### src/rtl/mpp_pkg.sv
package mpp_pkg;

  // Number formats
  localparam int ANGLE_FRAC_BITS = 22;
  localparam int PIXEL_BITS      = 16;
  localparam int LON_W           = 31;
  localparam int LAT_W           = 30;
  localparam int WIN_W           = 14;

  // Rotation and logarithm chains
  localparam int CORDIC_STEPS = 30;
  localparam int CIDX_W       = $clog2(CORDIC_STEPS);
  localparam int LOG_FRAC     = 28;
  localparam int LIDX_W       = $clog2(LOG_FRAC);
  localparam int XY_W         = 34;
  localparam int Z_W          = 33;
  localparam int OP_W         = 34;
  localparam int MANT_W       = 31;
  localparam int EXP_W        = 6;
  localparam int P_W          = EXP_W + LOG_FRAC + 2;

  // Division lanes
  localparam int NUM_W     = 52;
  localparam int DEN_W     = P_W + 1;
  localparam int R_W       = NUM_W;
  localparam int Q_W       = PIXEL_BITS;
  localparam int DIV_IDX_W = $clog2(PIXEL_BITS);

  // Ordinate pipeline depth: front, rotation, two log setup stages, squaring, difference
  localparam int MERC_LAT = 1 + CORDIC_STEPS + 2 + LOG_FRAC + 1;

  localparam logic [31:0] CORDIC_GAIN = 32'd652032874;
  localparam logic [26:0] DEG_TO_RAD  = 27'd74961321;
  localparam logic [LAT_W-1:0] LAT_LIMIT =
    LAT_W'((85 << ANGLE_FRAC_BITS) + ((5 << ANGLE_FRAC_BITS) / 100));

  localparam logic [31:0] ATAN_Q30 [CORDIC_STEPS] = '{
    32'h3243F6A8, 32'h1DAC6705, 32'h0FADBAFC, 32'h07F56EA6, 32'h03FEAB76, 32'h01FFD55B,
    32'h00FFFAAA, 32'h007FFF55, 32'h003FFFEA, 32'h001FFFFD, 32'h000FFFFF, 32'h0007FFFF,
    32'h0003FFFF, 32'h0001FFFF, 32'h0000FFFF, 32'h00007FFF, 32'h00003FFF, 32'h00001FFF,
    32'h00000FFF, 32'h000007FF, 32'h000003FF, 32'h000001FF, 32'h000000FF, 32'h0000007F,
    32'h0000003F, 32'h0000001F, 32'h0000000F, 32'h00000008, 32'h00000004, 32'h00000002
  };

  function automatic logic [31:0] atan_q30(input logic [CIDX_W-1:0] idx);
    return ATAN_Q30[idx];
  endfunction

  typedef enum logic [2:0] {
    REG_LON_LEFT   = 3'd0,
    REG_LON_RIGHT  = 3'd1,
    REG_LAT_BOTTOM = 3'd2,
    REG_LAT_TOP    = 3'd3,
    REG_WIN_WIDTH  = 3'd4,
    REG_WIN_HEIGHT = 3'd5
  } reg_index_t;

  typedef enum logic [1:0] {
    KIND_ITEM,
    KIND_BOT,
    KIND_TOP
  } item_kind_t;

  typedef enum logic [1:0] {
    CAL_RUN,
    CAL_BOT,
    CAL_TOP,
    CAL_WAIT
  } cal_state_t;

  typedef struct packed {
    logic signed [XY_W-1:0] x;
    logic signed [XY_W-1:0] y;
    logic signed [Z_W-1:0]  z;
  } cordic_t;

  typedef struct packed {
    logic [MANT_W-1:0]   ma;
    logic [MANT_W-1:0]   mb;
    logic [LOG_FRAC-1:0] fa;
    logic [LOG_FRAC-1:0] fb;
    logic [EXP_W-1:0]    ea;
    logic [EXP_W-1:0]    eb;
  } log_t;

  typedef struct packed {
    item_kind_t              kind;
    logic                    ring;
    logic signed [NUM_W-1:0] numx;
  } side_t;

  typedef struct packed {
    logic [R_W-1:0]   r;
    logic [DEN_W-1:0] d;
    logic [Q_W-1:0]   q;
    logic             pos;
    logic             big;
    logic             zero;
  } div_t;

  typedef struct packed {
    logic signed [PIXEL_BITS-1:0] pix_y;
    logic signed [PIXEL_BITS-1:0] pix_x;
    logic                         ring;
    logic                         clip;
  } out_t;

endpackage

### src/rtl/mpp_div_cell.sv
module mpp_div_cell import mpp_pkg::*; (
  input  logic                 clk,
  input  logic                 en,
  input  logic [DIV_IDX_W-1:0] step,
  input  div_t                 in_d,
  output div_t                 out_d
);

  logic [R_W:0] sub;
  logic [R_W:0] trial;
  div_t         nxt;

  // One restoring step: try the shifted divisor, keep it if it fits
  always_comb begin
    sub   = (R_W + 1)'(in_d.d) << step;
    trial = {1'b0, in_d.r} - sub;
    nxt   = in_d;
    if (!trial[R_W]) begin
      nxt.r       = trial[R_W-1:0];
      nxt.q[step] = 1'b1;
    end
  end

  always_ff @(posedge clk) begin
    if (en) begin
      out_d <= nxt;
    end
  end

endmodule

### config.mk
export PLATFORM = sky130hd
export DESIGN_NAME = mpp_div_cell
export DESIGN_NICKNAME = d
export VERILOG_FILES = /design/src/rtl/mpp_pkg.sv /design/src/rtl/mpp_div_cell.sv
export SDC_FILE = /design/constraint.sdc
export NUM_CORES = 1
export LEC_CHECK = 0
export BUFFER_PORTS_ARGS = -buffer_cell sky130_fd_sc_hd__buf_4
export CORE_ASPECT_RATIO = 0.9
export CORE_MARGIN = 2
export CORE_UTILIZATION = 49
export DETAILED_ROUTE_END_ITERATION = 6
export PLACE_DENSITY = 0.78
export SLEW_MARGIN = 10
export SYNTH_ARGS = -nofsm -noshare
export SYNTH_HDL_FRONTEND = slang
export SYNTH_SLANG_ARGS = --single-unit
### constraint.sdc
create_clock -name clk -period 5.2 [get_ports clk]
set_input_delay 0.52 -clock clk [delete_from_list [all_inputs] [get_ports clk]]
set_output_delay 0.52 -clock clk [all_outputs]
set_load 0.01 [all_outputs]
# == Word-level counts from Yosys, hierarchy flattened ==
# Cells that the tools add are included.
# word_totals
wordCells,16
out_inout_bits,108
regBits,108
# classes
reduce_logical,1
addsub,1
n_bitwise,1
n_mux,4
n_shift,1
magnitude_cmp,2
# ops
cell,count
$shl 37x4->53,1
$sub 52x53->53,1
$mux 52,1
$mux 16,1
$or 16x16->16,1
$lt 4x5->1 const B,1
$demux 1 s4,1
$ge 4x1->1 const B,1
$logic_and 1x1->1,1
$mux 1,1

# == Logic depth before layout (Yosys ltp) ==
# Gate-level depths: netlist (run 1).
# depth
ltp_word,6
depth_mapped,23
depth_no_buf,17

# == Least setup slack after synthesis (run 1) ==
# Ideal clock, no wire load.
# synth_timing
path_kind,input to register
from,input port step[0]
to,register out_d[107] in the netlist's numbering (data pin)
setup_slack_ps,225
stages,20
path_buffers,4
setup_time_ps,259
t_arrival_ps,4716
cell_sequence,clkbuf_1 buf_1 clkbuf_1 buf_2 a211oi_1 a21oi_1 mux2i_1 nand2_1 o21ai_0 ha_1 a21oi_1 o21a_1 o22ai_1 a2111oi_0 o31ai_1 a31oi_1 o21bai_1 a2111oi_2 nor3_1 o31a_1
# synth_rtl
element,line,text
from (decl),mpp_div_cell.sv:4,"input logic [DIV_IDX_W-1:0] step,"
to (signal assigned),mpp_div_cell.sv:26,out_d <= nxt;
to (decl),mpp_div_cell.sv:6,output div_t out_d

==> results.md, run 1 <==
* Place WS at just under 0.08 ns
* Leading cell type in the layout, fill and taps excluded: buf_4
* Row cnt at 46
* CTS tree: done
* Vias in the first global route at about 7300
* Synth top area share at 0.373
* Critical Path AT at between 4 and 5 ns
* Largest Register: out_d
* Die Span X at between 100 and 150 um
* Critical path capture point type: flop
* DR iter-0 viols at around 1000
* Post-Synthesis Cells at roughly 920
* Syn nets at ~1100
* Tightest Hold Check Type: primary input to flop
* ANT nets after route at 0
* Hold-fix buffers, CTS at 0
* Startpoint types: primary input
* Top flop regs: out_d x108
* Syn-to-layout area delta at 26.3%
* VDD IR max at between 0.00015 and 0.0002 V
* Max-Cap Viols at 0
* Pre-antenna DRT Iters at 6
* Gpl congestion at between 0.9 and 1
* Post-synthesis cell area at roughly 8700 um^2
* Critical path type: primary input to flop
* Max Clk Rate at around 210 MHz
* Vias per cell at about 6
* H-tree level count at 3
* # DRC at 0
* Status: complete, no violations
* Ranking of synthesized cells by area: edfxtp_1 37%, ha_1 8.1%, o21ai_0 6.3%, nand2_1 5.6%, mux4_2 5.4%
* Final min period at approximately 4.7 ns
* Ys Warns at 0
* Root buffer selected by CTS: clkbuf_16
* Max FFs per register at about 110
* Register area share after synthesis at 0.373
* Share of layout cells above drive strength 1 at 0.286
* #FFs+latches synth at 108
* Full die area at approximately 19000 um^2
* Most frequent cells in the layout: 248 x buf_4, 129 x nand2_1, 109 x o21ai_0
* Effective utilization at floorplan at 0.497
* Count of flip-flops with a built-in enable after synthesis at around 110
* P_leak at ~0.0046 uW
* Netlist cell types at a little under 60
* Leading area contributor after synthesis: edfxtp_1
* Final Hold Vio Count at 0
* Total track usage at 0.276
* GR Overflow Total at 0
* Antenna violations before repair at 0
* Worst slew pin tran at approximately 0.84 ns
* WL per Instance at around 19 um
* Crit share post-route at 0.906
* RSZ-0062 raised after global routing: no
* Endpoints failing setup at 0
* Post_cts resized at 0
* Syn avg cell area at 9.42 um^2
* Worst Path Max Fanout at 30
* Total I/O pin count at 222
* Pin count of the biggest net entering global routing at 63
* Sink Count at ~110
* Final worst slack at a little under 0.5 ns
* Nets at about 1300
* Core ar. at roughly 17000 um^2
* Chip height at between 100 and 150 um
* Synth async-reset ratio at 0
* Clock slew at reported path FFs at approximately 0.080 ns
* Post-CTS setup buffers at 0
* Total Wirelength at approximately 26000 um
* First-pass GRT wire length at ~40000 um
* Via count at 8148
* PwrDens at between 200 and 300 nW/um^2
* DP Wirelength at 20900 um
* Antenna Cells at 0
* Final TNS setup at 0 ns
* Synth Flop Type: edfxtp_1
* Relative slew margins at 0.440
* CTS Buffer Depth at 2
* Final Max Tran Viols at 0
* Total CTS buffers at 9
* CP required at around 5.3 ns
* Port-buffer cells at about 220
[logic make-up (layout without fill, tap and decap cells)]
group | after synthesis | after routing | synth area share
AOI/OAI and AO/OA | 295 | 295 | 0.203
DFF | 108 | 108 | 0.373
buffers and inverters | 81 | 297 | 0.0368
muxes | 76 | 76 | 0.120
and+or+nand+nor | 259 | 259 | 0.136
adders and majority gates | 57 | 57 | 0.0828
xor gates and xnor gates | 48 | 48 | 0.0483
[layout make-up]
class | instances | area, um^2
fillers | 1507 | 6510
multi-input cells | 735 | 5140
flip-flops and latches | 108 | 3240
repair buffers | 251 | 1910
well taps | 240 | 300
clock buffers | 10 | 229
inverters | 30 | 113
clock inverters | 6 | 48.8
[report_power, final]
part           leakage [uW]  internal (uW)  switching [uW]
clock              0.000126            331             340
sequential          0.00106           1110            38.5
combinational       0.00345            590             744
total               0.00464           2030            1120
[cells in the mapped netlist (2+ instances only)]
| master | instances |
|---|---|
| mux2i_1 | 36 |
| a31oi_1 | 4 |
| nand4_1 | 18 |
| mux2_2 | 19 |
| inv_1 | 29 |
| o21bai_1 | 14 |
| o31a_1 | 3 |
| edfxtp_1 | 108 |
| nand2_1 | 129 |
| mux4_2 | 21 |
| a21oi_1 | 87 |
| nand3_1 | 10 |
| and3_1 | 3 |
| o221ai_1 | 3 |
| clkbuf_1 | 35 |
| o31ai_1 | 6 |
| nor3_1 | 5 |
| buf_2 | 7 |
| o21a_1 | 7 |
| nand2b_1 | 5 |
| xnor2_1 | 30 |
| xor2_1 | 18 |
| a211oi_1 | 8 |
| nor3_4 | 2 |
| a31o_2 | 5 |
| a21boi_0 | 2 |
| nor2b_1 | 8 |
| a22oi_1 | 4 |
| a221o_1 | 3 |
| buf_1 | 8 |
| or2_2 | 6 |
| or3_1 | 7 |
| nand3b_1 | 2 |
| o21ai_0 | 109 |
| o211ai_1 | 2 |
| nor2_1 | 57 |
| a21o_1 | 28 |
| ha_1 | 56 |
[per-layer routing]
| layer | up-vias | global-route usage | wire length (um) |
|---|---|---|---|
| met1 | 3826 | 0.408 | 12300 |
| li1 | 3861 | - | - |
| met5 | - | 0 | 0 |
| met2 | 429 | 0.423 | 11400 |
| met3 | 32 | 0.0459 | 2320 |
| met4 | 0 | 0.0742 | 441 |
[worst max-delay path: stages]
cell,delay [ns]
buf_6,0.28
mux4_2,0.59
mux2_2,0.30
o21ai_0,0.28
ha_1,0.37
a21oi_1,0.24
o21a_1,0.16
o22ai_1,0.09
a2111oi_0,0.41
o31ai_1,0.15
a31oi_1,0.39
o21bai_1,0.23
a2111oi_2,0.47
nor3_1,0.09
o31a_1,0.24
[per-stage QoR]
| step | cells | hold slack [ns] | cell area (um^2) | util | total power [uW] |
|---|---|---|---|---|---|
| after floorplan | 924 | 0.619 | 8700 | - | 1950 |
| after global placement | 1364 | 0.698 | 10700 | 0.612 | 2460 |
| after detailed placement | 1364 | 0.699 | 10700 | 0.612 | 2470 |
| after CTS | 1380 | 0.317 | 11000 | 0.628 | 3150 |
| after global routing | 1380 | 0.324 | 11000 | 0.628 | 3320 |
| final | 1380 | 0.328 | 11000 | 0.628 | 3150 |
[path summary, 6_finish.rpt]
check / startpoint / endpoint / slack (ns) / cells past startpoint
max: step[0] / out_d[107]$_DFFE_PP_ / 0.49 / 15
min: in_d[1] / out_d[1]$_DFFE_PP_ / 0.33 / 1
(Power assumes the default switching activity.)
==> run 2, diff against run 1 <==
--- a/config.mk
+++ b/config.mk
@@ -7,10 +7,10 @@
 export LEC_CHECK = 0
 export BUFFER_PORTS_ARGS = -buffer_cell sky130_fd_sc_hd__buf_4
 export CORE_ASPECT_RATIO = 0.9
-export CORE_MARGIN = 2
 export CORE_UTILIZATION = 49
 export DETAILED_ROUTE_END_ITERATION = 6
 export PLACE_DENSITY = 0.78
+export REMOVE_ABC_BUFFERS = 1
 export SLEW_MARGIN = 10
 export SYNTH_ARGS = -nofsm -noshare
 export SYNTH_HDL_FRONTEND = slang
==> run 2 against run 1 <==
Compared with the run above:
- first-iteration DRC count is 14% lower
- fmax is 2.5% lower
- sequential cell count stayed put
- global-route usage is 1.5 points higher
- critical path type unchanged
- largest power group unchanged
==> results.md, run 2 (same netlist as run 1, synthesis figures left out) <==
* Max FFs per register at between 100 and 150
* CP required at between 5 and 6 ns
* Worst slew pin tran at roughly 0.9 ns
* Row cnt at 45
* Max-Cap Viols at 0
* Leading cell type in the layout, fill and taps excluded: buf_4
* Total Wirelength at 26300 um
* Vias in the first global route at about 7600
* Root buffer selected by CTS: clkbuf_16
* Antenna violations before repair at 0
* Hold-fix buffers, CTS at 0
* Final Hold Vio Count at 0
* Die Span X at approximately 140 um
* ANT nets after route at 0
* DR iter-0 viols at 885
* PwrDens at 290 nW/um^2
* CTS tree: done
* Fill count at ~1500
* Vias per cell at 5.85
* Most frequent cells in the layout: 263 x buf_4, 129 x nand2_1, 108 x o21ai_0, 108 x edfxtp_1, 87 x a21oi_1
* Tightest Hold Check Type: primary input to flop
* Final min period at ~4.8 ns
* Chip height at 128 um
* # DRC at 0
* Nets at roughly 1300
* Pre-antenna DRT Iters at 5
* First-pass GRT wire length at 40200 um
* Effective utilization at floorplan at 0.508
* Antenna Cells at 0
* Core ar. at roughly 17000 um^2
* Final worst slack at 0.366 ns
* Crit path largest cell delay at about 0.43 ns
* Relative slew margins at 0.402
* RSZ-0062 raised after global routing: no
* Final TNS setup at 0 ns
* Worst Path Max Fanout at 30
* Worst path cell trace: buf_4, buf_4, mux2_2, nor2_1, a21oi_1, mux2_2, o21ai_0, ha_1, a21oi_1, o21ai_0, a211oi_1, a22oi_1, a21oi_1, o41ai_2, nor3b_2, a21oi_4, buf_12, mux2_2
* Status: complete, no violations
* P_leak at approximately 0.0047 uW
* Top layer in use: met4
* CTS Buffer Depth at 2
* H-tree level count at 3
* Top flop regs: out_d x108
* Syn-to-layout area delta at 27.8%
* Place WS at -0.139 ns
* DP Wirelength at approximately 21000 um
* Largest Register: out_d
* Total CTS buffers at 9
* Critical path type: primary input to flop
* Wl on met1 at ~12000 um
* Startpoint types: primary input
* Max Clk Rate at between 200 and 250 MHz
* Worst path slowest cell: a21oi_4
* Gpl congestion at between 0.9 and 1
* VDD IR max at 0.000166 V
* Met3 Routed Length at approximately 2500 um
* Endpoints failing setup at 0
* Clock slew at reported path FFs at 0.09 ns
* Total track usage at 0.291
* WL met2 at approximately 11000 um
* Critical path capture point type: flop
* Via count at 8123
* GR Overflow Total at 0
* Port-buffer cells at about 220
* Sink Count at roughly 110
* Full die area at between 15000 and 20000 um^2
* Pin count of the biggest net entering global routing at 72
* Worst Path Buf+Inv at 3
* Critical Path AT at about 5.0 ns
* Share of layout cells above drive strength 1 at 0.296
* CP top delay family: compound AO/OA/AOI/OAI gates
* Final Max Tran Viols at 0
* Crit share post-route at 0.930
* WL per Instance at around 19 um
* Final hold slack at 0.326 ns
* Total I/O pin count at around 220
## run 2: changes by cell type in the layout (fill, tap and decap cells not counted), sizes merged
cell | before | now
buf | 251 | 265
inv | 32 | 34
clkinvlp | 3 | 0
clkinv | 1 | 3
clkbuf | 10 | 9
## run 2: final timing paths
path	startpoint	endpoint	slack, ns	depth (start not counted)
min	in_d[2]	out_d[2]$_DFFE_PP_	0.33	1
max	step[0]	out_d[60]$_DFFE_PP_	0.37	18
## run 2: routing by layer
layer	global-route usage	vias up
met1	0.415	3790
met3	0.0614	45
met5	0	-
met2	0.444	411
met4	0.0886	0
li1	-	3877
## run 2: area by class of cell
class                      instances  area (um^2)  share of cell area
multi-input combinational        735         5140               0.462
sequential                       108         3240               0.292
timing repair buffer             265         2010               0.181
tap                              235          294              0.0264
clock buffer                       9          225              0.0202
inverter                          30          113              0.0101
clock inverter                     7         88.8             0.00799
## run 2: timing repair
item,in CTS,in global routing
endpoints found under the setup margin,0,17
hold endpoints to repair,0,0
buffers inserted,0,3
gates resized for setup,0,1
## run 2: power by group
part	switching (uW)	internal [uW]	total, uW	leakage, uW
Clock	379	350	729	0.000153
Combinational	746	607	1350	0.00352
Sequential	34.7	1110	1150	0.00106
Total	1160	2070	3230	0.00473
## run 2: per-stage QoR
step / power, uW / cell area [um^2] / util / cells
floorplan: 1920 / 8490 / - / 873
global placement: 2490 / 10800 / 0.630 / 1370
detailed placement: 2490 / 10800 / 0.630 / 1370
CTS: 3230 / 11100 / 0.648 / 1386
global route: 3400 / 11100 / 0.650 / 1389
finish: 3230 / 11100 / 0.650 / 1389
==> run 3, diff against run 2 <==
--- a/config.mk
+++ b/config.mk
@@ -5,7 +5,7 @@
 export SDC_FILE = /design/constraint.sdc
 export NUM_CORES = 1
 export LEC_CHECK = 0
-export BUFFER_PORTS_ARGS = -buffer_cell sky130_fd_sc_hd__buf_4
+export BUFFER_PORTS_ARGS = -buffer_cell sky130_fd_sc_hd__clkbuf_2
 export CORE_ASPECT_RATIO = 0.9
 export CORE_UTILIZATION = 49
 export DETAILED_ROUTE_END_ITERATION = 6
==> run 3 against run 2 <==
Compared with the run above:
- hold slack gained 0.0014 ns
- clock power down 1%
- global-route usage shrank 0.76 points
- critical path depth fell by 2
- core utilization fell by 4.0 points
- sequential cell count did not move
- largest power group unchanged
==> results.md, run 3 (same netlist as run 1, synthesis figures left out) <==
* Max Clk Rate at 205 MHz
* Final Hold Vio Count at 0
* Row cnt at 45
* Antenna Cells at 0
* Via count at slightly below 8000
* DP Wirelength at about 20000 um
* First-pass GRT wire length at around 40000 um
* Gpl congestion at ~0.96
* RSZ-0062 raised after global routing: no
* Nets at 1299
* Vias per cell at 5.79
* Final Max Tran Viols at 0
* Relative slew margins at 0.384
* Final worst slack at approximately 0.33 ns
* Sink Count at between 100 and 150
* Vias in the first global route at between 7000 and 8000
* VDD IR max at around 0.00019 V
* Syn-to-layout area delta at 20.0%
* Chip height at 128 um
* Leading cell type in the layout, fill and taps excluded: clkbuf_2
* ANT nets after route at 0
* Total I/O pin count at ~220
* Root buffer selected by CTS: clkbuf_16
* CTS tree: done
* Hold-fix buffers, CTS at 0
* Status: complete, no violations
* Critical path type: primary input to flop
* Full die area at 18300 um^2
* Pre-antenna DRT Iters at 5
* Tightest Hold Check Type: primary input to flop
* Worst Path Max Fanout at 42
* Post-CTS setup buffers at 0
* Critical path capture point type: flop
* Total track usage at 0.283
* P_leak at 0.00449 uW
* Total Wirelength at approximately 26000 um
* Final hold slack at 0.327 ns
* Max FFs per register at roughly 110
* Fill count at 1523
* GR Overflow Total at 0
* Place WS at 0.0241 ns
* Most frequent cells in the layout: 220 x clkbuf_2, 129 x nand2_1, 109 x o21ai_0
* DR iter-0 viols at a little over 700
* Post_cts resized at 0
* Port-buffer cells at 221
* Worst slew pin tran at 0.923 ns
* CP required at ~5.4 ns
* Clock slew at reported path FFs at approximately 0.080 ns
* Final min period at roughly 4.9 ns
* Effective utilization at floorplan at 0.508
* Max-Cap Viols at 0
* Antenna violations before repair at 0
* Die Span X at roughly 140 um
* PwrDens at roughly 300 nW/um^2
* CTS Buffer Depth at 2
* Top flop regs: out_d x108
* Crit share post-route at 0.936
* Largest Register: out_d
* Core ar. at 17100 um^2
* Critical Path AT at 5.11 ns
* Total CTS buffers at 9
* Share of layout cells above drive strength 1 at 0.283
* WL per Instance at around 19 um
* Startpoint types: primary input
* Endpoints failing setup at 0
* # DRC at 0
* H-tree level count at 3
* Pin count of the biggest net entering global routing at 71
run 3: changes by cell type in the layout (fill, tap and decap cells not counted), sizes merged:
cell / before / now
buf: 265 / 24
clkbuf: 9 / 229
clkinv: 3 / 5
inv: 34 / 32
run 3: power breakdown:
part           total [uW]  switching, uW  internal, uW
registers            1150           34.7          1110
clock network         722            374           348
logic                1230            732           497
run 3: critical path: stages:
cell	delay [ns]
clkbuf_2	0.24
buf_12	0.21
mux4_2	0.53
mux2_2	0.29
o21ai_0	0.37
ha_1	0.31
nand4_1	0.17
or3_1	0.43
a211oi_2	0.29
nor2_1	0.13
o41ai_2	0.42
nor3b_2	0.34
a21oi_4	0.12
buf_12	0.19
nor2_1	0.32
a31o_2	0.21
run 3: final timing paths:
check                 cells past startpoint                  end     from
worst min-delay path                      1   out_d[0]$_DFFE_PP_  in_d[0]
worst max-delay path                     16  out_d[18]$_DFFE_PP_  step[0]
run 3: stage by stage:
stage | instance area [um^2] | setup TNS (ns) | total power [uW] | std cells | utilization
3_3_place_gp | 10100 | 0 | 2370 | 1352 | 0.592
2_1_floorplan | 8490 | -33.96 | 1920 | 873 | -
3_5_place_dp | 10100 | 0 | 2370 | 1352 | 0.592
6_report | 10400 | 0 | 3100 | 1368 | 0.610
5_1_grt | 10400 | 0 | 3270 | 1368 | 0.610
4_1_cts | 10400 | 0 | 3100 | 1368 | 0.610
run 3: routing by layer:
layer  GRT usage  up-vias  routed length (um)
met5           0        -                   0
met4      0.0873        0                 510
met3      0.0454       36                2090
met2       0.435      396               11200
met1       0.410     3625               11900
li1            -     3859                   -
run 3: layout make-up:
class / instances / area (um^2) / share of cell area
inverter: 30 / 113 / 0.0108
timing repair buffer: 244 / 1330 / 0.127
sequential: 108 / 3240 / 0.311
tap: 235 / 294 / 0.0282
multi-input combinational: 735 / 5140 / 0.493
clock inverter: 7 / 93.8 / 0.00899
clock buffer: 9 / 225 / 0.0216
